`src/assert_macros.svh`:
```
// assertion macros shared by the fire store modules
`ifndef ASSERT_MACROS_SVH
`define ASSERT_MACROS_SVH
`ifndef SYNTHESIS
`define FSFS_ASSERT(label, prop) \
	label: assert property (@(posedge clk) disable iff (!arst_n) (prop)) \
		else $error("fire store assertion failed");
`define FSFS_NEVER(label, expr) \
	label: assert property (@(posedge clk) disable iff (!arst_n) !(expr)) \
		else $error("fire store forbidden condition seen");
`else
`define FSFS_ASSERT(label, prop)
`define FSFS_NEVER(label, expr)
`endif
`endif

```
`src/fsfs_pkg.sv`:
```
// shared types, constants and palette for the fire spread frame store
package fsfs_pkg;

	localparam int FRAME_WIDTH     = 320;
	localparam int FRAME_HEIGHT    = 200;
	localparam int PALETTE_ENTRIES = 37;

	localparam int STORE_DEPTH = FRAME_WIDTH * FRAME_HEIGHT;
	localparam int ADDR_W      = $clog2(STORE_DEPTH);
	localparam int INT_W       = 6;
	localparam int COLOR_W     = 24;
	localparam int COL_W       = 9;
	localparam int ROW_W       = 8;
	localparam int RAND_W      = 2;

	localparam int QUEUE_DEPTH = 4;
	localparam int QPTR_W      = $clog2(QUEUE_DEPTH);
	localparam int QCNT_W      = $clog2(QUEUE_DEPTH + 1);

	localparam int BOTTOM_BASE = (FRAME_HEIGHT - 1) * FRAME_WIDTH;

	localparam logic OP_SPREAD = 1'b0;
	localparam logic OP_READ   = 1'b1;

	localparam int PALETTE_DEPTH = 37;

	typedef struct packed {
		logic              is_read;
		logic              ok;
		logic              decay;
		logic [ADDR_W-1:0] src_addr;
		logic [ADDR_W-1:0] dst_addr;
	} fsfs_item_t;

	typedef struct packed {
		logic full;
		logic empty;
	} fsfs_qstat_t;

	function automatic logic [COLOR_W-1:0] fsfs_palette(input logic [INT_W-1:0] level);
		logic [COLOR_W-1:0] c;
		case (level)
			6'd0:  c = 24'h070707;
			6'd1:  c = 24'h1F0707;
			6'd2:  c = 24'h2F0F07;
			6'd3:  c = 24'h470F07;
			6'd4:  c = 24'h571707;
			6'd5:  c = 24'h671F07;
			6'd6:  c = 24'h771F07;
			6'd7:  c = 24'h8F2707;
			6'd8:  c = 24'h9F2F07;
			6'd9:  c = 24'hAF3F07;
			6'd10: c = 24'hBF4707;
			6'd11: c = 24'hC74707;
			6'd12: c = 24'hDF4F07;
			6'd13: c = 24'hDF5707;
			6'd14: c = 24'hDF5707;
			6'd15: c = 24'hD75F07;
			6'd16: c = 24'hD75F07;
			6'd17: c = 24'hD7670F;
			6'd18: c = 24'hCF6F0F;
			6'd19: c = 24'hCF770F;
			6'd20: c = 24'hCF7F0F;
			6'd21: c = 24'hCF8717;
			6'd22: c = 24'hC78717;
			6'd23: c = 24'hC78F17;
			6'd24: c = 24'hC7971F;
			6'd25: c = 24'hBF9F1F;
			6'd26: c = 24'hBF9F1F;
			6'd27: c = 24'hBFA727;
			6'd28: c = 24'hBFA727;
			6'd29: c = 24'hBFAF2F;
			6'd30: c = 24'hB7AF2F;
			6'd31: c = 24'hB7B72F;
			6'd32: c = 24'hB7B737;
			6'd33: c = 24'hCFCF6F;
			6'd34: c = 24'hDFDF9F;
			6'd35: c = 24'hEFEFC7;
			default: c = 24'hFFFFFF;
		endcase
		return c;
	endfunction

endpackage

```
`src/fsfs_queue.sv`:
```
// short fifo between the front end and the store pipeline
`include "assert_macros.svh"
module fsfs_queue
	import fsfs_pkg::*;
(
	input  logic        clk,
	input  logic        arst_n,
	input  logic        push,
	input  fsfs_item_t  push_item,
	input  logic        pop,
	output fsfs_item_t  head,
	output fsfs_qstat_t stat
);

	fsfs_item_t        entry_q [QUEUE_DEPTH];
	logic [QPTR_W-1:0] wr_ptr_q;
	logic [QPTR_W-1:0] rd_ptr_q;
	logic [QCNT_W-1:0] count_q;

	always_ff @(posedge clk or negedge arst_n) begin
		if (!arst_n) begin
			wr_ptr_q <= '0;
			rd_ptr_q <= '0;
			count_q  <= '0;
		end else begin
			if (push)
				wr_ptr_q <= wr_ptr_q + QPTR_W'(1);
			if (pop)
				rd_ptr_q <= rd_ptr_q + QPTR_W'(1);
			if (push && !pop)
				count_q <= count_q + QCNT_W'(1);
			else if (pop && !push)
				count_q <= count_q - QCNT_W'(1);
		end
	end

	always_ff @(posedge clk) begin
		if (push)
			entry_q[wr_ptr_q] <= push_item;
	end

	assign head       = entry_q[rd_ptr_q];
	assign stat.full  = (count_q == QCNT_W'(QUEUE_DEPTH));
	assign stat.empty = (count_q == '0);

	`FSFS_NEVER(a_no_push_full, push && stat.full)
	`FSFS_NEVER(a_no_pop_empty, pop && stat.empty)
	`FSFS_ASSERT(a_count_bound, count_q <= QCNT_W'(QUEUE_DEPTH))

endmodule

```
`config.mk`:
```
export PLATFORM = sky130hd
export DESIGN_NAME = fsfs_queue
export DESIGN_NICKNAME = d
export VERILOG_FILES = /design/src/fsfs_pkg.sv /design/src/fsfs_queue.sv
export VERILOG_INCLUDE_DIRS = /design/src /design/src/src
export SDC_FILE = /design/constraint.sdc
export NUM_CORES = 1
export LEC_CHECK = 0
export BUFFER_PORTS_ARGS = -buffer_cell sky130_fd_sc_hd__buf_2
export CORE_AREA = 3 3 140 142
export CTS_BUF_LIST = sky130_fd_sc_hd__clkbuf_4 sky130_fd_sc_hd__clkbuf_8 sky130_fd_sc_hd__clkbuf_16
export DETAILED_ROUTE_END_ITERATION = 10
export DIE_AREA = 0 0 143 145
export HOLD_SLACK_MARGIN = 0.08
export PLACE_DENSITY = 0.53
export SLEW_MARGIN = 10
export SYNTH_ARGS = -nofsm -noshare
export SYNTH_HDL_FRONTEND = slang
export SYNTH_SLANG_ARGS = --single-unit
```
`constraint.sdc`:
```
create_clock -name clk -period 4.7 [get_ports clk]
set_input_delay 1.175 -clock clk [delete_from_list [all_inputs] [get_ports clk]]
set_output_delay 1.175 -clock clk [all_outputs]
set_load 0.01 [all_outputs]
```
Word level (Yosys, flattened, before mapping)
Memory sizes are Yosys's and may differ from the RTL's.
Index checks and enable logic that the tools add are counted.
W data, S select, Z words.
{"block": "totals", "n_memories": 1, "in_bits": 39, "regBits": 7, "mem_bits_rw": 140, "wordCells": 19, "output_inout_bits": 37}
{"block": "op_classes", "add_sub_neg": 4, "reduce_logical": 6, "eq_ne": 1, "muxes": 4}
{"memory": "entry_q", "words": 4, "width": 35, "read_ports": 1, "rd_ports_with_merged_regs": 0, "wr": 1, "line": "fsfs_queue.sv:15", "rtl": "fsfs_item_t entry_q [QUEUE_DEPTH];"}
{"operator": "$mux W3", "count": 2}
{"operator": "$add A2 B1 Y2 const B", "count": 2}
{"operator": "$add A3 B1 Y3 const B", "count": 1}
{"operator": "$eq A3 B3 Y1 const B", "count": 1}
{"operator": "$logic_not A3 Y1", "count": 1}
{"operator": "$sub A3 B1 Y3 const B", "count": 1}
{"operator": "$logic_and A1 B1 Y1", "count": 2}
{"operator": "$logic_not A1 Y1", "count": 2}
{"operator": "$mux W1", "count": 2}
{"operator": "$reduce_bool A2 Y1", "count": 1}

Logic depth before layout (Yosys ltp)
{"block": "logic_depth", "depth_word": 4, "mapped_depth": 7, "depth_no_buf": 7}

Worst setup path after synthesis
OpenSTA, ideal clock, no wires.
{"block": "synth_path", "kind": "in2reg", "from": "in push", "to": "mem entry_q[0][0] (netlist name), enable pin", "n_path_buf": 0, "slack_ps": 2268, "arrival_time_ps": 2037, "required_time_ps": 4305, "setup_ps": 395, "cell_stages": 1, "path_cell_list": "and2_1"}
{"block": "synth_via", "elab_chain_cells": 2}
{"element": "start, declared", "line": "fsfs_queue.sv:8", "rtl": "input logic push,"}
{"element": "$mux W1", "line": "fsfs_queue.sv:38", "rtl": "if (push)"}
{"element": "$mux W1 (not written as such)", "line": "fsfs_queue.sv:39", "rtl": "entry_q[wr_ptr_q] <= push_item;"}
{"element": "end, declared", "line": "fsfs_queue.sv:15"}
Every way passes these cells.

==> impl_metrics.env <==
export IMPL_start_util=0.296
export IMPL_clkSlewWorstSetupHoldPaths_ns=0.06
export IMPL_die_area_um2=20700
export IMPL_seq_area_frac_synth=0.796
export IMPL_pre_cts_ws_ns=1.62
export IMPL_p_per_area_nw_per_um2=633
export IMPL_wl_per_cell_um=18.0
export IMPL_ys_ff_latch=147
export IMPL_antenna_found_initial=1
export IMPL_leakage_nw=2.31
export IMPL_gp_congestion=0.625
export IMPL_drtIter0Drc=68
export IMPL_grt_overflow=0
export IMPL_worst_slack_ns=1.26
export IMPL_worst_pin_slew_ns=1.08
export IMPL_ios=76
export IMPL_multi_input_area_um2=1020
export IMPL_portBuffers=75
export IMPL_grt_usage=0.103
export IMPL_wl_um=9920
export IMPL_peakVddDrop_v=0.000248
export IMPL_synth_top_cell_area_share=0.764
export IMPL_required_ns=3.52
export IMPL_synthMuxAreaShare=0.150
export IMPL_coreArea_um2=18600
export IMPL_syn_area_um2=5500
export IMPL_crit_type="reg2out"
export IMPL_postRouteAntennaNets=0
export IMPL_cts_sinks=147
export IMPL_synth_cells=217
export IMPL_synth_compound_area_frac=0.000910
export IMPL_grt_pass1_vias=2692
export IMPL_drt_first_pass_iters=4
export IMPL_yosysTopAreaCell="edfxtp_1"
export IMPL_place_hpwl_um=5690
export IMPL_die_w_um=143
export IMPL_grt_use_met1=0.126
export IMPL_rows=50
export IMPL_cts_tree="yes"
export IMPL_layout_min_cycle_time_ns=3.44
export IMPL_nets=350
export IMPL_fmax_mhz=291
export IMPL_cts_setup_buffers=0
export IMPL_worstPathMaxFanout=16
export IMPL_slowest_delay_ns=0.69
export IMPL_cp_start_kind="register"
export IMPL_synth_cell_types=19
export IMPL_rsz0062_at_grt="no"
export IMPL_cts_hold_buffers=0
export IMPL_use_met2=0.160
export IMPL_synthSimpleGateAreaFrac=0.00887
export IMPL_crit_family="flip-flops"
export IMPL_layout_drive_gt1_share=0.440
export IMPL_drv_cap=0
export IMPL_cts_resized=0
export IMPL_syn_nets=262
export IMPL_cts_made_buffers=17
export IMPL_num_antenna_cells=0
export IMPL_critPathCaptureType="output port"
export IMPL_drv_slew=0
export IMPL_setup_viol=0
export IMPL_grt_max_degree=37
export IMPL_crit_chain="buf_4 -> mux4_1 -> buf_2"
export IMPL_clk_insertion_delay_late_ns=0.42
export IMPL_die_y_um=145
export IMPL_fin_tns_setup_ns=0
export IMPL_cts_max_level=4
export IMPL_finClkSkew_ns=0.0130
export IMPL_synth_xor_area_frac=0.00955
export IMPL_use_met3=0.0399
export IMPL_fin_crit_sh=0.732
export IMPL_clockRootBuffer="clkbuf_16"
export IMPL_slowest_stage="dfrtp_2"
export IMPL_via_per_inst=4.35
export IMPL_routed_via_count=2402
export IMPL_yosys_top_cells_area="edfxtp_1 (76%), mux4_2 (11%), mux4_1 (3.3%)"
export IMPL_clockBufferDepth=2
export IMPL_drc=0
export IMPL_grt_busiest_layer="met2"
export IMPL_seq_area_um2=4380
export IMPL_synth_top_family_by_area="multiplexers"
export IMPL_hold_class="reg2reg"
export IMPL_finalHoldViolations=0
export IMPL_crit_buf_inv=2
export IMPL_relSlewSlack=0.278
export IMPL_syn_area_per_cell_um2=25.3
export IMPL_fillers=1692
export IMPL_grt_pass1_wl_um=15300
export IMPL_status="finished clean"
export IMPL_synth_warnings=0
export IMPL_synthAdderAreaFrac=0.0150
export IMPL_critPathArrivalTime_ns=2.26
export IMPL_syn_to_final_growth_pct=21.6
==> path summary, 6_finish.rpt <==
kind / from / end / slack (ns) / depth (start not counted)
max: rd_ptr_q[0]$_DFFE_PN0P_ / head[29] / 1.26 / 3
min: count_q[2]$_DFFE_PN0P_ / count_q[2]$_DFFE_PN0P_ / 0.49 / 1
max reg2reg: wr_ptr_q[0]$_DFFE_PN0P_ / entry_q[0][15]$_DFFE_PP_ / 2.78 / 3
min reg2reg: count_q[2]$_DFFE_PN0P_ / count_q[2]$_DFFE_PN0P_ / 0.49 / 1
max in group asynchronous: arst_n / rd_ptr_q[1]$_DFFE_PN0P_ / 3.93 / 1
min in group asynchronous: arst_n / count_q[0]$_DFFE_PN0P_ / 0.59 / 1
==> synthesized netlist by cell type <==
| cell | n |
|---|---|
| xnor2_1 | 2 |
| buf_12 | 3 |
| inv_1 | 4 |
| nor2_1 | 1 |
| and2_1 | 4 |
| nand2_1 | 2 |
| fa_1 | 1 |
| buf_6 | 1 |
| xor2_1 | 4 |
| ha_1 | 5 |
| mux4_1 | 7 |
| dfrtp_1 | 7 |
| o21ai_0 | 1 |
| nor3b_1 | 1 |
| buf_2 | 4 |
| edfxtp_1 | 140 |
| mux2_2 | 1 |
| nor3_1 | 1 |
| mux4_2 | 28 |
==> state kept, by name, indices dropped and copies added (netlist names) <==
name	flops
wr_ptr_q	2
count_q	3
rd_ptr_q	2
entry_q	140
==> kinds of logic after synthesis <==
logic type / Yosys count
fa+ha+maj: 6
mux: 36
compound gates: 1
buf+inv: 12
flops: 147
simple gates: 9
xor+xnor: 6
==> metal layers <==
metal | wire length [um] | part of all wire | up-vias
li1 | - | - | 1092
met1 | 4300 | 0.43 | 1236
met2 | 4930 | 0.50 | 55
met3 | 483 | 0.049 | 17
met4 | 187 | 0.019 | 2
met5 | 17 | 0.0017 | -
==> power by group <==
group / switching (mW) / leakage (nW) / internal (mW)
sequential: 0.173 / 1.37 / 1.72
clock: 0.508 / 0.276 / 0.827
combinational: 0.494 / 0.672 / 0.507
total: 1.17 / 2.31 / 3.06
==> cell usage in the layout (no fill, tap or decap) <==
master	instances
xnor2_1	2
clkinv_2	2
nor3b_1	1
o21ai_0	1
buf_2	75
mux4_1	7
clkinv_1	4
and2_2	4
mux2_2	1
inv_6	2
nand2_1	2
inv_1	4
nor2_1	1
edfxtp_1	140
nor3_1	1
xor2_1	4
ha_1	5
fa_1	1
buf_4	2
clkbuf_16	17
dfrtp_2	2
mux4_2	28
bufinv_16	3
clkinvlp_4	4
dfrtp_1	5
==> per-stage QoR <==
stage	utilization	std cells	cell area [um^2]	power (mW)	hold WS, ns
finish	0.360	552	6690	4.23	0.494
global route	0.360	552	6690	4.48	0.529
CTS	0.360	552	6690	4.33	0.493
detailed placement	0.328	520	6100	2.98	0.482
global placement	0.328	520	6100	2.96	0.477
floorplan	-	217	5500	2.60	0.456
==> layout make-up <==
type | instances | share of cell area
repair buffers | 77 | 0.0584
clock inverters | 15 | 0.0243
well taps | 234 | 0.0438
clock buffers | 17 | 0.0636
flip-flops and latches | 147 | 0.655
multi-input cells | 58 | 0.152
inverters | 4 | 0.00225
Note: power is estimated with default switching activity, not from simulation.
