===== src/assert_macros.svh =====
// assertion macros shared by the fire store modules
`ifndef ASSERT_MACROS_SVH
`define ASSERT_MACROS_SVH
`ifndef SYNTHESIS
`define FSFS_ASSERT(label, prop) \
	label: assert property (@(posedge clk) disable iff (!arst_n) (prop)) \
		else $error("fire store assertion failed");
`define FSFS_NEVER(label, expr) \
	label: assert property (@(posedge clk) disable iff (!arst_n) !(expr)) \
		else $error("fire store forbidden condition seen");
`else
`define FSFS_ASSERT(label, prop)
`define FSFS_NEVER(label, expr)
`endif
`endif


===== src/fsfs_pkg.sv =====
// shared types, constants and palette for the fire spread frame store
package fsfs_pkg;

	localparam int FRAME_WIDTH     = 320;
	localparam int FRAME_HEIGHT    = 200;
	localparam int PALETTE_ENTRIES = 37;

	localparam int STORE_DEPTH = FRAME_WIDTH * FRAME_HEIGHT;
	localparam int ADDR_W      = $clog2(STORE_DEPTH);
	localparam int INT_W       = 6;
	localparam int COLOR_W     = 24;
	localparam int COL_W       = 9;
	localparam int ROW_W       = 8;
	localparam int RAND_W      = 2;

	localparam int QUEUE_DEPTH = 4;
	localparam int QPTR_W      = $clog2(QUEUE_DEPTH);
	localparam int QCNT_W      = $clog2(QUEUE_DEPTH + 1);

	localparam int BOTTOM_BASE = (FRAME_HEIGHT - 1) * FRAME_WIDTH;

	localparam logic OP_SPREAD = 1'b0;
	localparam logic OP_READ   = 1'b1;

	localparam int PALETTE_DEPTH = 37;

	typedef struct packed {
		logic              is_read;
		logic              ok;
		logic              decay;
		logic [ADDR_W-1:0] src_addr;
		logic [ADDR_W-1:0] dst_addr;
	} fsfs_item_t;

	typedef struct packed {
		logic full;
		logic empty;
	} fsfs_qstat_t;

	function automatic logic [COLOR_W-1:0] fsfs_palette(input logic [INT_W-1:0] level);
		logic [COLOR_W-1:0] c;
		case (level)
			6'd0:  c = 24'h070707;
			6'd1:  c = 24'h1F0707;
			6'd2:  c = 24'h2F0F07;
			6'd3:  c = 24'h470F07;
			6'd4:  c = 24'h571707;
			6'd5:  c = 24'h671F07;
			6'd6:  c = 24'h771F07;
			6'd7:  c = 24'h8F2707;
			6'd8:  c = 24'h9F2F07;
			6'd9:  c = 24'hAF3F07;
			6'd10: c = 24'hBF4707;
			6'd11: c = 24'hC74707;
			6'd12: c = 24'hDF4F07;
			6'd13: c = 24'hDF5707;
			6'd14: c = 24'hDF5707;
			6'd15: c = 24'hD75F07;
			6'd16: c = 24'hD75F07;
			6'd17: c = 24'hD7670F;
			6'd18: c = 24'hCF6F0F;
			6'd19: c = 24'hCF770F;
			6'd20: c = 24'hCF7F0F;
			6'd21: c = 24'hCF8717;
			6'd22: c = 24'hC78717;
			6'd23: c = 24'hC78F17;
			6'd24: c = 24'hC7971F;
			6'd25: c = 24'hBF9F1F;
			6'd26: c = 24'hBF9F1F;
			6'd27: c = 24'hBFA727;
			6'd28: c = 24'hBFA727;
			6'd29: c = 24'hBFAF2F;
			6'd30: c = 24'hB7AF2F;
			6'd31: c = 24'hB7B72F;
			6'd32: c = 24'hB7B737;
			6'd33: c = 24'hCFCF6F;
			6'd34: c = 24'hDFDF9F;
			6'd35: c = 24'hEFEFC7;
			default: c = 24'hFFFFFF;
		endcase
		return c;
	endfunction

endpackage


===== src/fsfs_front.sv =====
// front end: takes a command word, checks bounds and works out store addresses
module fsfs_front
	import fsfs_pkg::*;
(
	input  logic              operation,
	input  logic [COL_W-1:0]  column,
	input  logic [ROW_W-1:0]  row,
	input  logic [RAND_W-1:0] random_value,
	output fsfs_item_t        item
);

	logic              in_frame;
	logic [31:0]       shifted;
	logic              dst_ok;
	logic [ADDR_W-1:0] src_addr;

	always_comb begin
		in_frame = (32'(column) < 32'(FRAME_WIDTH)) && (32'(row) < 32'(FRAME_HEIGHT));
		// destination column plus two, kept unsigned
		shifted  = 32'(column) + 32'd3 - 32'(random_value);
		dst_ok   = (shifted >= 32'd2) && ((shifted - 32'd2) < 32'(FRAME_WIDTH));
		src_addr = ADDR_W'(ADDR_W'(row) * ADDR_W'(FRAME_WIDTH)) + ADDR_W'(column);

		item.is_read  = (operation == OP_READ);
		item.ok       = (operation == OP_READ) ? in_frame
			: (in_frame && (row != '0) && dst_ok);
		item.decay    = random_value[0];
		item.src_addr = src_addr;
		// one row up, shifted by one minus the random value
		item.dst_addr = ADDR_W'(32'(src_addr) - 32'(FRAME_WIDTH) + 32'd1
			- 32'(random_value));
	end

endmodule


===== config.mk =====
export PLATFORM = sky130hd
export DESIGN_NAME = fsfs_front
export DESIGN_NICKNAME = d
export VERILOG_FILES = /design/src/assert_macros.svh /design/src/fsfs_pkg.sv /design/src/fsfs_front.sv
export SDC_FILE = /design/constraint.sdc
export NUM_CORES = 1
export LEC_CHECK = 0
export BUFFER_PORTS_ARGS = -buffer_cell sky130_fd_sc_hd__buf_2
export CAP_MARGIN = 20
export CELL_PAD_IN_SITES_DETAIL_PLACEMENT = 1
export CELL_PAD_IN_SITES_GLOBAL_PLACEMENT = 1
export CORE_MARGIN = 1
export CORE_UTILIZATION = 40
export DETAILED_ROUTE_END_ITERATION = 12
export PLACE_DENSITY_LB_ADDON = 0.1
export SLEW_MARGIN = 20
export SYNTH_ARGS = -nofsm -noshare
export SYNTH_HDL_FRONTEND = slang
export SYNTH_SLANG_ARGS = --single-unit

===== constraint.sdc =====
create_clock -name vclk -period 7.5
set_input_delay 1.5 -clock vclk [all_inputs]
set_output_delay 1.5 -clock vclk [all_outputs]
set_load 0.02 [all_outputs]

# After elaboration in Yosys (flattened, before gate mapping)
# Index checks and enable logic that the tools add are counted.
# totals
regBits,0
in_bits,20
out_inout_bits,35
word_cells,18
# classes
addsub,7
n_mul,1
magnitude_cmp,4
muxes,1
n_reduce_logical,5
# op_table
operator,n
$ge 32x2->1 const B,1
$lt 32x9->1 const B,1
$add 16x1->16 const B,1
$add 16x9->16,1
$sub 16x2->16,1
$sub 16x9->16 const B,1
$sub 11x3->12 const B,1
$sub 10x2->11,1
$add 9x2->10 const B,1
$mul 8x3->10 const B,1
$lt 9x9->1 const B,1
$lt 8x8->1 const B,1
$reduce_bool 8->1,1
$logic_and 1x1->1,4
$mux 1,1

# Depth between registers and ports, before layout
# Gate-level depths: netlist of run 1.
# logic_depth
word_depth,7
depth_mapped,13
depth_no_buf,13

# Least setup slack after synthesis of run 1
# OpenSTA, ideal clock, no wires.
# synth_timing
path_kind,input port to output port
from,in row[0]
to,out item[15] in the netlist's numbering
arrival_time_ns,4.321
path_slack_ns,1.679
cell_stages,10
n_path_buf,0
path_cell_list,ha_1 ha_1 a21oi_2 xnor2_1 inv_1 ha_1 a31oi_1 or4b_4 nor3_2 xor2_1
# synth_lines
item,line,rtl
"start, declared",fsfs_front.sv:7,"input logic [ROW_W-1:0] row,"
"end, declared",fsfs_front.sv:9,output fsfs_item_t item

==> summary.md, run 1 <==
| Metric | Value |
|---|---|
| Outcome | `complete, no violations` |
| Cells after Synth | `183` |
| Antenna diode count | `0` |
| Register area | `0 um^2` |
| Peak VDD IR | `0.0455 mV` |
| Post-Route WL | `3680 um` |
| Sequential share of the synthesized area | `0%` |
| Yosys warns | `0` |
| Critical path buffers and inverters | `3` |
| HP Class | `in2out` |
| DRT Pass-1 Iters | `4` |
| Syn-to-layout area delta | `18.8%` |
| Setup Crit Path Kind | `in2out` |
| Synth Net Count | `243` |
| Starting DRT DRC Count | `22` |
| Starting Density | `42.5%` |
| Overall power | `272 uW` |
| Syn Std Cell Area | `1450 um^2` |
| First-pass GRT wire length | `6290 um` |
| Slew Limit Headroom | `67.7%` |
| Detail Route Antenna Nets | `0` |
| DRC Markers | `0` |
| Setup bufs post-CTS | `0` |
| PwrDens | `158 nW/um^2` |
| Die Width | `62.2 um` |
| Tot GR Track Use | `19.5%` |
| Hpwl dp | `3420 um` |
| Min Tclk post-route | `5930 ps` |
| Final Slew Violations | `0` |
| GRT overflow | `0` |
| Initial antenna violation count | `0` |
| Vias in the first global route | `1434` |
| Synth cell types | `40` |
| Cell Chain, Critical Path | `buf_2 > ha_1 > ha_1 > inv_1 > fa_1 > xnor2_1 > nand3b_1 > nor2_1 > xor2_1 > or4b_4 > nor3_2 > xor2_1 > buf_2` |
| Vias per inst | `5.07` |
| CORE AREA | `3420 um^2` |
| Setup crit end kind | `output port` |
| Fillers | `464` |
| Layout cells sized above 1 | `26.5%` |
| Routed length per instance | `13.3 um` |
| GPL Wtd Cong | `0.850` |
| Slowest-stage cell, CP | `or4b_4` |
| Tcrit/Tclk final | `79.1%` |
| Seq cells | `0` |
| DR vias | `1399` |
| Pin count of the biggest net entering global routing | `7` |
| Setup TNS | `0 ps` |
| Cts hold-fix bufs | `0` |
| RSZ-0062 raised after global routing | `no` |
| Critical Path Source Type | `primary input` |
| Die height | `62.2 um` |
| PostCTS Resize Cnt | `0` |
| Worst path top cell family by delay | `simple AND/OR/NAND/NOR gates` |
| Maximum fanout along the worst path | `4` |
| Slew @ Worst Pin | `479 ps` |
| CP arrival | `4430 ps` |
| Die area | `3870 um^2` |
| PortBufs | `55` |
| Leak Pwr | `0.000913 uW` |
| Required @ worst endpoint | `6000 ps` |
| # setup viols final | `0` |
| CLK BUF | `0` |
| Row Count | `21` |
| Mean Syn Cell Area | `7.92 um^2` |
| Max stage delay on crit path | `560 ps` |
| Final Hold Vio Count | `0` |
| Number of I/O pins | `55` |
| F_max | `169 MHz` |
| Max Cap Viol | `0` |
| Layout Nets | `292` |
[where the power goes]
group	internal, uW	leakage (uW)	switching (uW)
logic	102	0.000913	170
clock network	0	0	0
registers	0	0	0
[cell families (layout without fill, tap and decap cells)]
family,count (synthesis),after routing,share of synthesized area (%)
compound gates,38,38,18.8
xor+xnor,30,30,18.1
fa+ha+maj,40,40,36.6
buf+inv,34,81,10.9
simple gates,41,41,15.6
[layer usage]
metal	share of wire, %	vias to the layer above	routed length [um]	global-route usage (%)
li1	-	715	-	-
met1	45	639	1670	24.7
met2	49	45	1800	37.4
met3	5.6	0	208	1.65
met4	0	0	0	0
met5	0	-	0	0
[placed cells by master, fill, tap and decap left out, types with 2 or more instances in the layout]
cell type / Yosys / layout
xor2_1: 12 / 12
o21a_1: 4 / 4
o21ai_0: 6 / 6
nor3b_1: 4 / 4
xnor2_1: 18 / 18
a21o_1: 2 / 2
inv_1: 26 / 26
nor2_1: 13 / 13
nor2b_1: 4 / 4
o21bai_1: 2 / 2
nand3_1: 3 / 3
ha_1: 36 / 36
fa_1: 4 / 4
nor4_1: 2 / 2
buf_2: 0 / 55
a31oi_1: 2 / 2
nand2b_1: 3 / 3
a21oi_1: 8 / 8
nor3_1: 2 / 2
nand2_1: 4 / 4
[through the flow]
step	std cells	util (%)	hold slack (ps)	area (um^2)	setup WS, ps
finish	276	50.4	3240	1720	1570
global route	276	50.4	3250	1720	1350
CTS	276	50.4	3240	1720	1550
detailed placement	276	50.4	3240	1720	1560
global placement	276	50.4	3230	1720	1780
floorplan	183	-	3110	1450	1680
[cell usage after synthesis, drive strengths merged]
master	count	share of area, %
o211ai	1	0.52
a221oi	1	0.60
xnor2	18	11
nand2b	3	1.3
xor2	12	7.2
nor3	3	1.4
a2111oi	1	1.0
nand2	4	1.0
o21bai	2	1.0
nand3	3	1.0
o211a	1	0.69
a21oi	9	3.4
nor2b	4	1.7
a21o	2	1.0
a211o	1	0.60
buf	8	4.1
o21ai	7	2.4
a32oi	1	0.60
a31oi	2	0.86
o311a	1	0.69
o21a	4	2.1
ha	36	31
or2b	1	0.52
inv	26	6.7
o31a	2	1.3
a211oi	2	1.4
nor2	13	3.4
o221ai	1	0.60
nand3b	1	0.52
nor4	2	0.86
or4b	1	0.95
and2	1	0.43
fa	4	5.5
nor3b	4	2.1
and3	1	0.43
[area by class of cell]
| type | instances | area, um^2 | share of cell area, % |
|---|---|---|---|
| inverter | 26 | 97.6 | 5.66 |
| multi-input combinational | 149 | 1290 | 75.0 |
| tap | 46 | 57.6 | 3.34 |
| timing repair buffer | 55 | 275 | 16.0 |
[path summary, 6_finish.rpt]
kind	from	end	cells after the start
worst max-delay path	row[1]	item[15]	13
worst min-delay path	column[0]	item[16]	2
Power figures use the tool's default switching activity.
==> run 2: changes to the inputs <==
Settings changed: ABC_AREA from default to 1, CORE_UTILIZATION 40 to 34.
Clock period 7.5 ns to 5.2 ns, I/O delays scaled along.
==> summary.md, run 2 <==
| Metric | Value |
|---|---|
| DRT Pass-1 Iters | `3 (-1)` |
| Syn Std Cell Area | `1890 um^2 (+30%)` |
| Cells after Synth | `321 (+75%)` |
| Setup Crit Path Kind | `in2out` |
| Synth Net Count | `381 (+57%)` |
| Antenna diode count | `0 (unchanged)` |
| PortBufs | `55 (unchanged)` |
| Vias in the first global route | `2021 (+41%)` |
| Syn-to-layout area delta | `15.8%` |
| CLK BUF | `0 (unchanged)` |
| Max Cap Viol | `0 (unchanged)` |
| Final Slew Violations | `0 (unchanged)` |
| Top cells by count, synth | `nand2_1, inv_1, ha_1` |
| Layout cells sized above 1 | `24.3% (-2.3 points)` |
| Top post-synthesis cells by area | `ha_1, nand2_1, inv_1, nand3_1, nand2_2` |
| Post-Layout Inst Area | `2190 um^2 (+27%)` |
| Clock Power Share | `0% (unchanged)` |
| # setup viols final | `0 (unchanged)` |
| Setup TNS | `0 ps (unchanged)` |
| F_max | `222 MHz` |
| PwrDens | `196 nW/um^2 (+24%)` |
| RSZ-0062 raised after global routing | `no` |
| Die Width | `76.6 um (+23%)` |
| GRT overflow | `0 (unchanged)` |
| CP arrival | `3470 ps (-960 ps)` |
| Slew @ Worst Pin | `392 ps (-87.3 ps)` |
| Routed length per instance | `10.9 um (-18%)` |
| Slew Limit Headroom | `73.5% (+5.8 points)` |
| Synth cell types | `26 (-35%)` |
| Leak Pwr | `0.00135 uW (+48%)` |
| Mean Syn Cell Area | `5.89 um^2 (-26%)` |
| Post-Route WL | `4770 um (+30%)` |
| Setup crit end kind | `output port` |
| Outcome | `complete, no violations` |
| Final Hold Vio Count | `0 (unchanged)` |
| Layout Nets | `429 (+47%)` |
| Yosys warns | `0 (unchanged)` |
| Initial antenna violation count | `0 (unchanged)` |
| Top cell type's share of synthesized area | `23.8% (-7.2 points)` |
| DRC Markers | `0 (unchanged)` |
| Fillers | `762 (+64%)` |
| Layout Utilization | `41.8% (-8.7 points)` |
| Pin count of the biggest net entering global routing | `8 (+1)` |
| Sequential share of the synthesized area | `0% (unchanged)` |
| Register area | `0 um^2 (unchanged)` |
| GPL Wtd Cong | `0.802 (-5.7%)` |
| First-pass GRT wire length | `8670 um (+38%)` |
| Number of I/O pins | `55 (unchanged)` |
| Yosys top cell by area | `ha_1` |
| Peak VDD IR | `0.0801 mV (+76%)` |
| Commonest non-fill, non-tap cell in the layout | `nand2_1` |
| Switching pwr | `284 uW (+68%)` |
| Required @ worst endpoint | `4160 ps (-1840 ps)` |
| Tot GR Track Use | `17.0% (-2.4 points)` |
| Internal power | `145 uW (+41%)` |
| Detail Route Antenna Nets | `0 (unchanged)` |
| Hold path depth | `2 (unchanged)` |
| Sw Share | `66.3% (+3.9 points)` |
| HP Class | `in2out` |
| Vias per inst | `4.66 (-8.0%)` |
| Min Tclk post-route | `4510 ps` |
| PostCTS Resize Cnt | `0 (unchanged)` |
| DR vias | `2038 (+46%)` |
| Most frequent cells in the layout | `nand2_1, inv_1, buf_2, ha_1, nand3_1` |
| Seq cells | `0 (unchanged)` |
| Multi-input combinational cell area | `1580 um^2 (+22%)` |
| Setup bufs post-CTS | `0 (unchanged)` |
| Cts hold-fix bufs | `0 (unchanged)` |
| Tcrit/Tclk final | `86.8%` |
| Placed cell area | `2190 um^2 (+27%)` |
| Sequential Power Share | `0% (unchanged)` |
| Maximum fanout along the worst path | `5 (+1)` |
| Gate power share | `100.0% (about the same)` |
| CORE AREA | `5240 um^2 (+53%)` |
| Starting Density | `36.1% (-6.4 points)` |
| Die area | `5860 um^2 (+51%)` |
| Starting DRT DRC Count | `48 (+120%)` |
| Overall power | `429 uW (+58%)` |
| Hpwl dp | `4460 um (+30%)` |
| Top-count cell post-synth | `nand2_1` |
| Die height | `76.6 um (+23%)` |
| Row Count | `26 (+24%)` |
| Critical Path Source Type | `primary input` |
## run 2: worst paths after layout
kind / start / endpoint / slack (ps)
setup / recovery: row[0] / item[15] / 690
hold / removal: random_value[0] / item[32] / 2310
## run 2: cell type report
class                      instances  share of cell area [%]
inverter                          65                    11.1
multi-input combinational        247                    72.3
tap                               70                    4.00
timing repair buffer              55                    12.6
## run 2: logic make-up (layout without fill, tap and decap cells)
kind of cell	after synthesis	after routing	synth area share (%)
simple gates	177	177	44.7
buf+inv	74	120	16.3
fa+ha+maj	40	40	28.1
compound gates	19	19	5.36
xor+xnor	11	11	5.49
## run 2: per-layer routing
metal	global-route usage (%)	wire, um	vias to the layer above
li1	-	-	1103
met1	24.4	2580	892
met2	29.9	2060	43
met3	0.359	130	0
met4	0	0	0
met5	0	0	-
## run 2: critical path, cell delays in order
cell,delay (ps)
buf_2,120
ha_1,300
ha_1,360
nand2_1,100
inv_2,80
nand2_1,50
nand3_1,110
xor2_2,220
inv_1,90
ha_1,200
inv_1,50
nand3_1,100
nor2_2,130
nand3_2,90
inv_1,70
nand3_1,60
nand2_1,60
nand2_1,50
inv_1,40
buf_2,150
## run 2: power by group through the flow
stage / combinational (uW) / clock (uW) / sequential [uW]
2_1_floorplan: 319 / 0 / 0
3_5_place_dp: 435 / 0 / 0
5_1_grt: 481 / 0 / 0
3_3_place_gp: 426 / 0 / 0
4_1_cts: 436 / 0 / 0
6_report: 429 / 0 / 0
## run 2: per-stage QoR
step | setup WS, ps | std cells | hold WS (ps)
2_1_floorplan | 963 | 321 | 2190
3_5_place_dp | 675 | 437 | 2310
4_1_cts | 670 | 437 | 2310
6_report | 687 | 437 | 2310
5_1_grt | 479 | 437 | 2330
3_3_place_gp | 802 | 437 | 2310
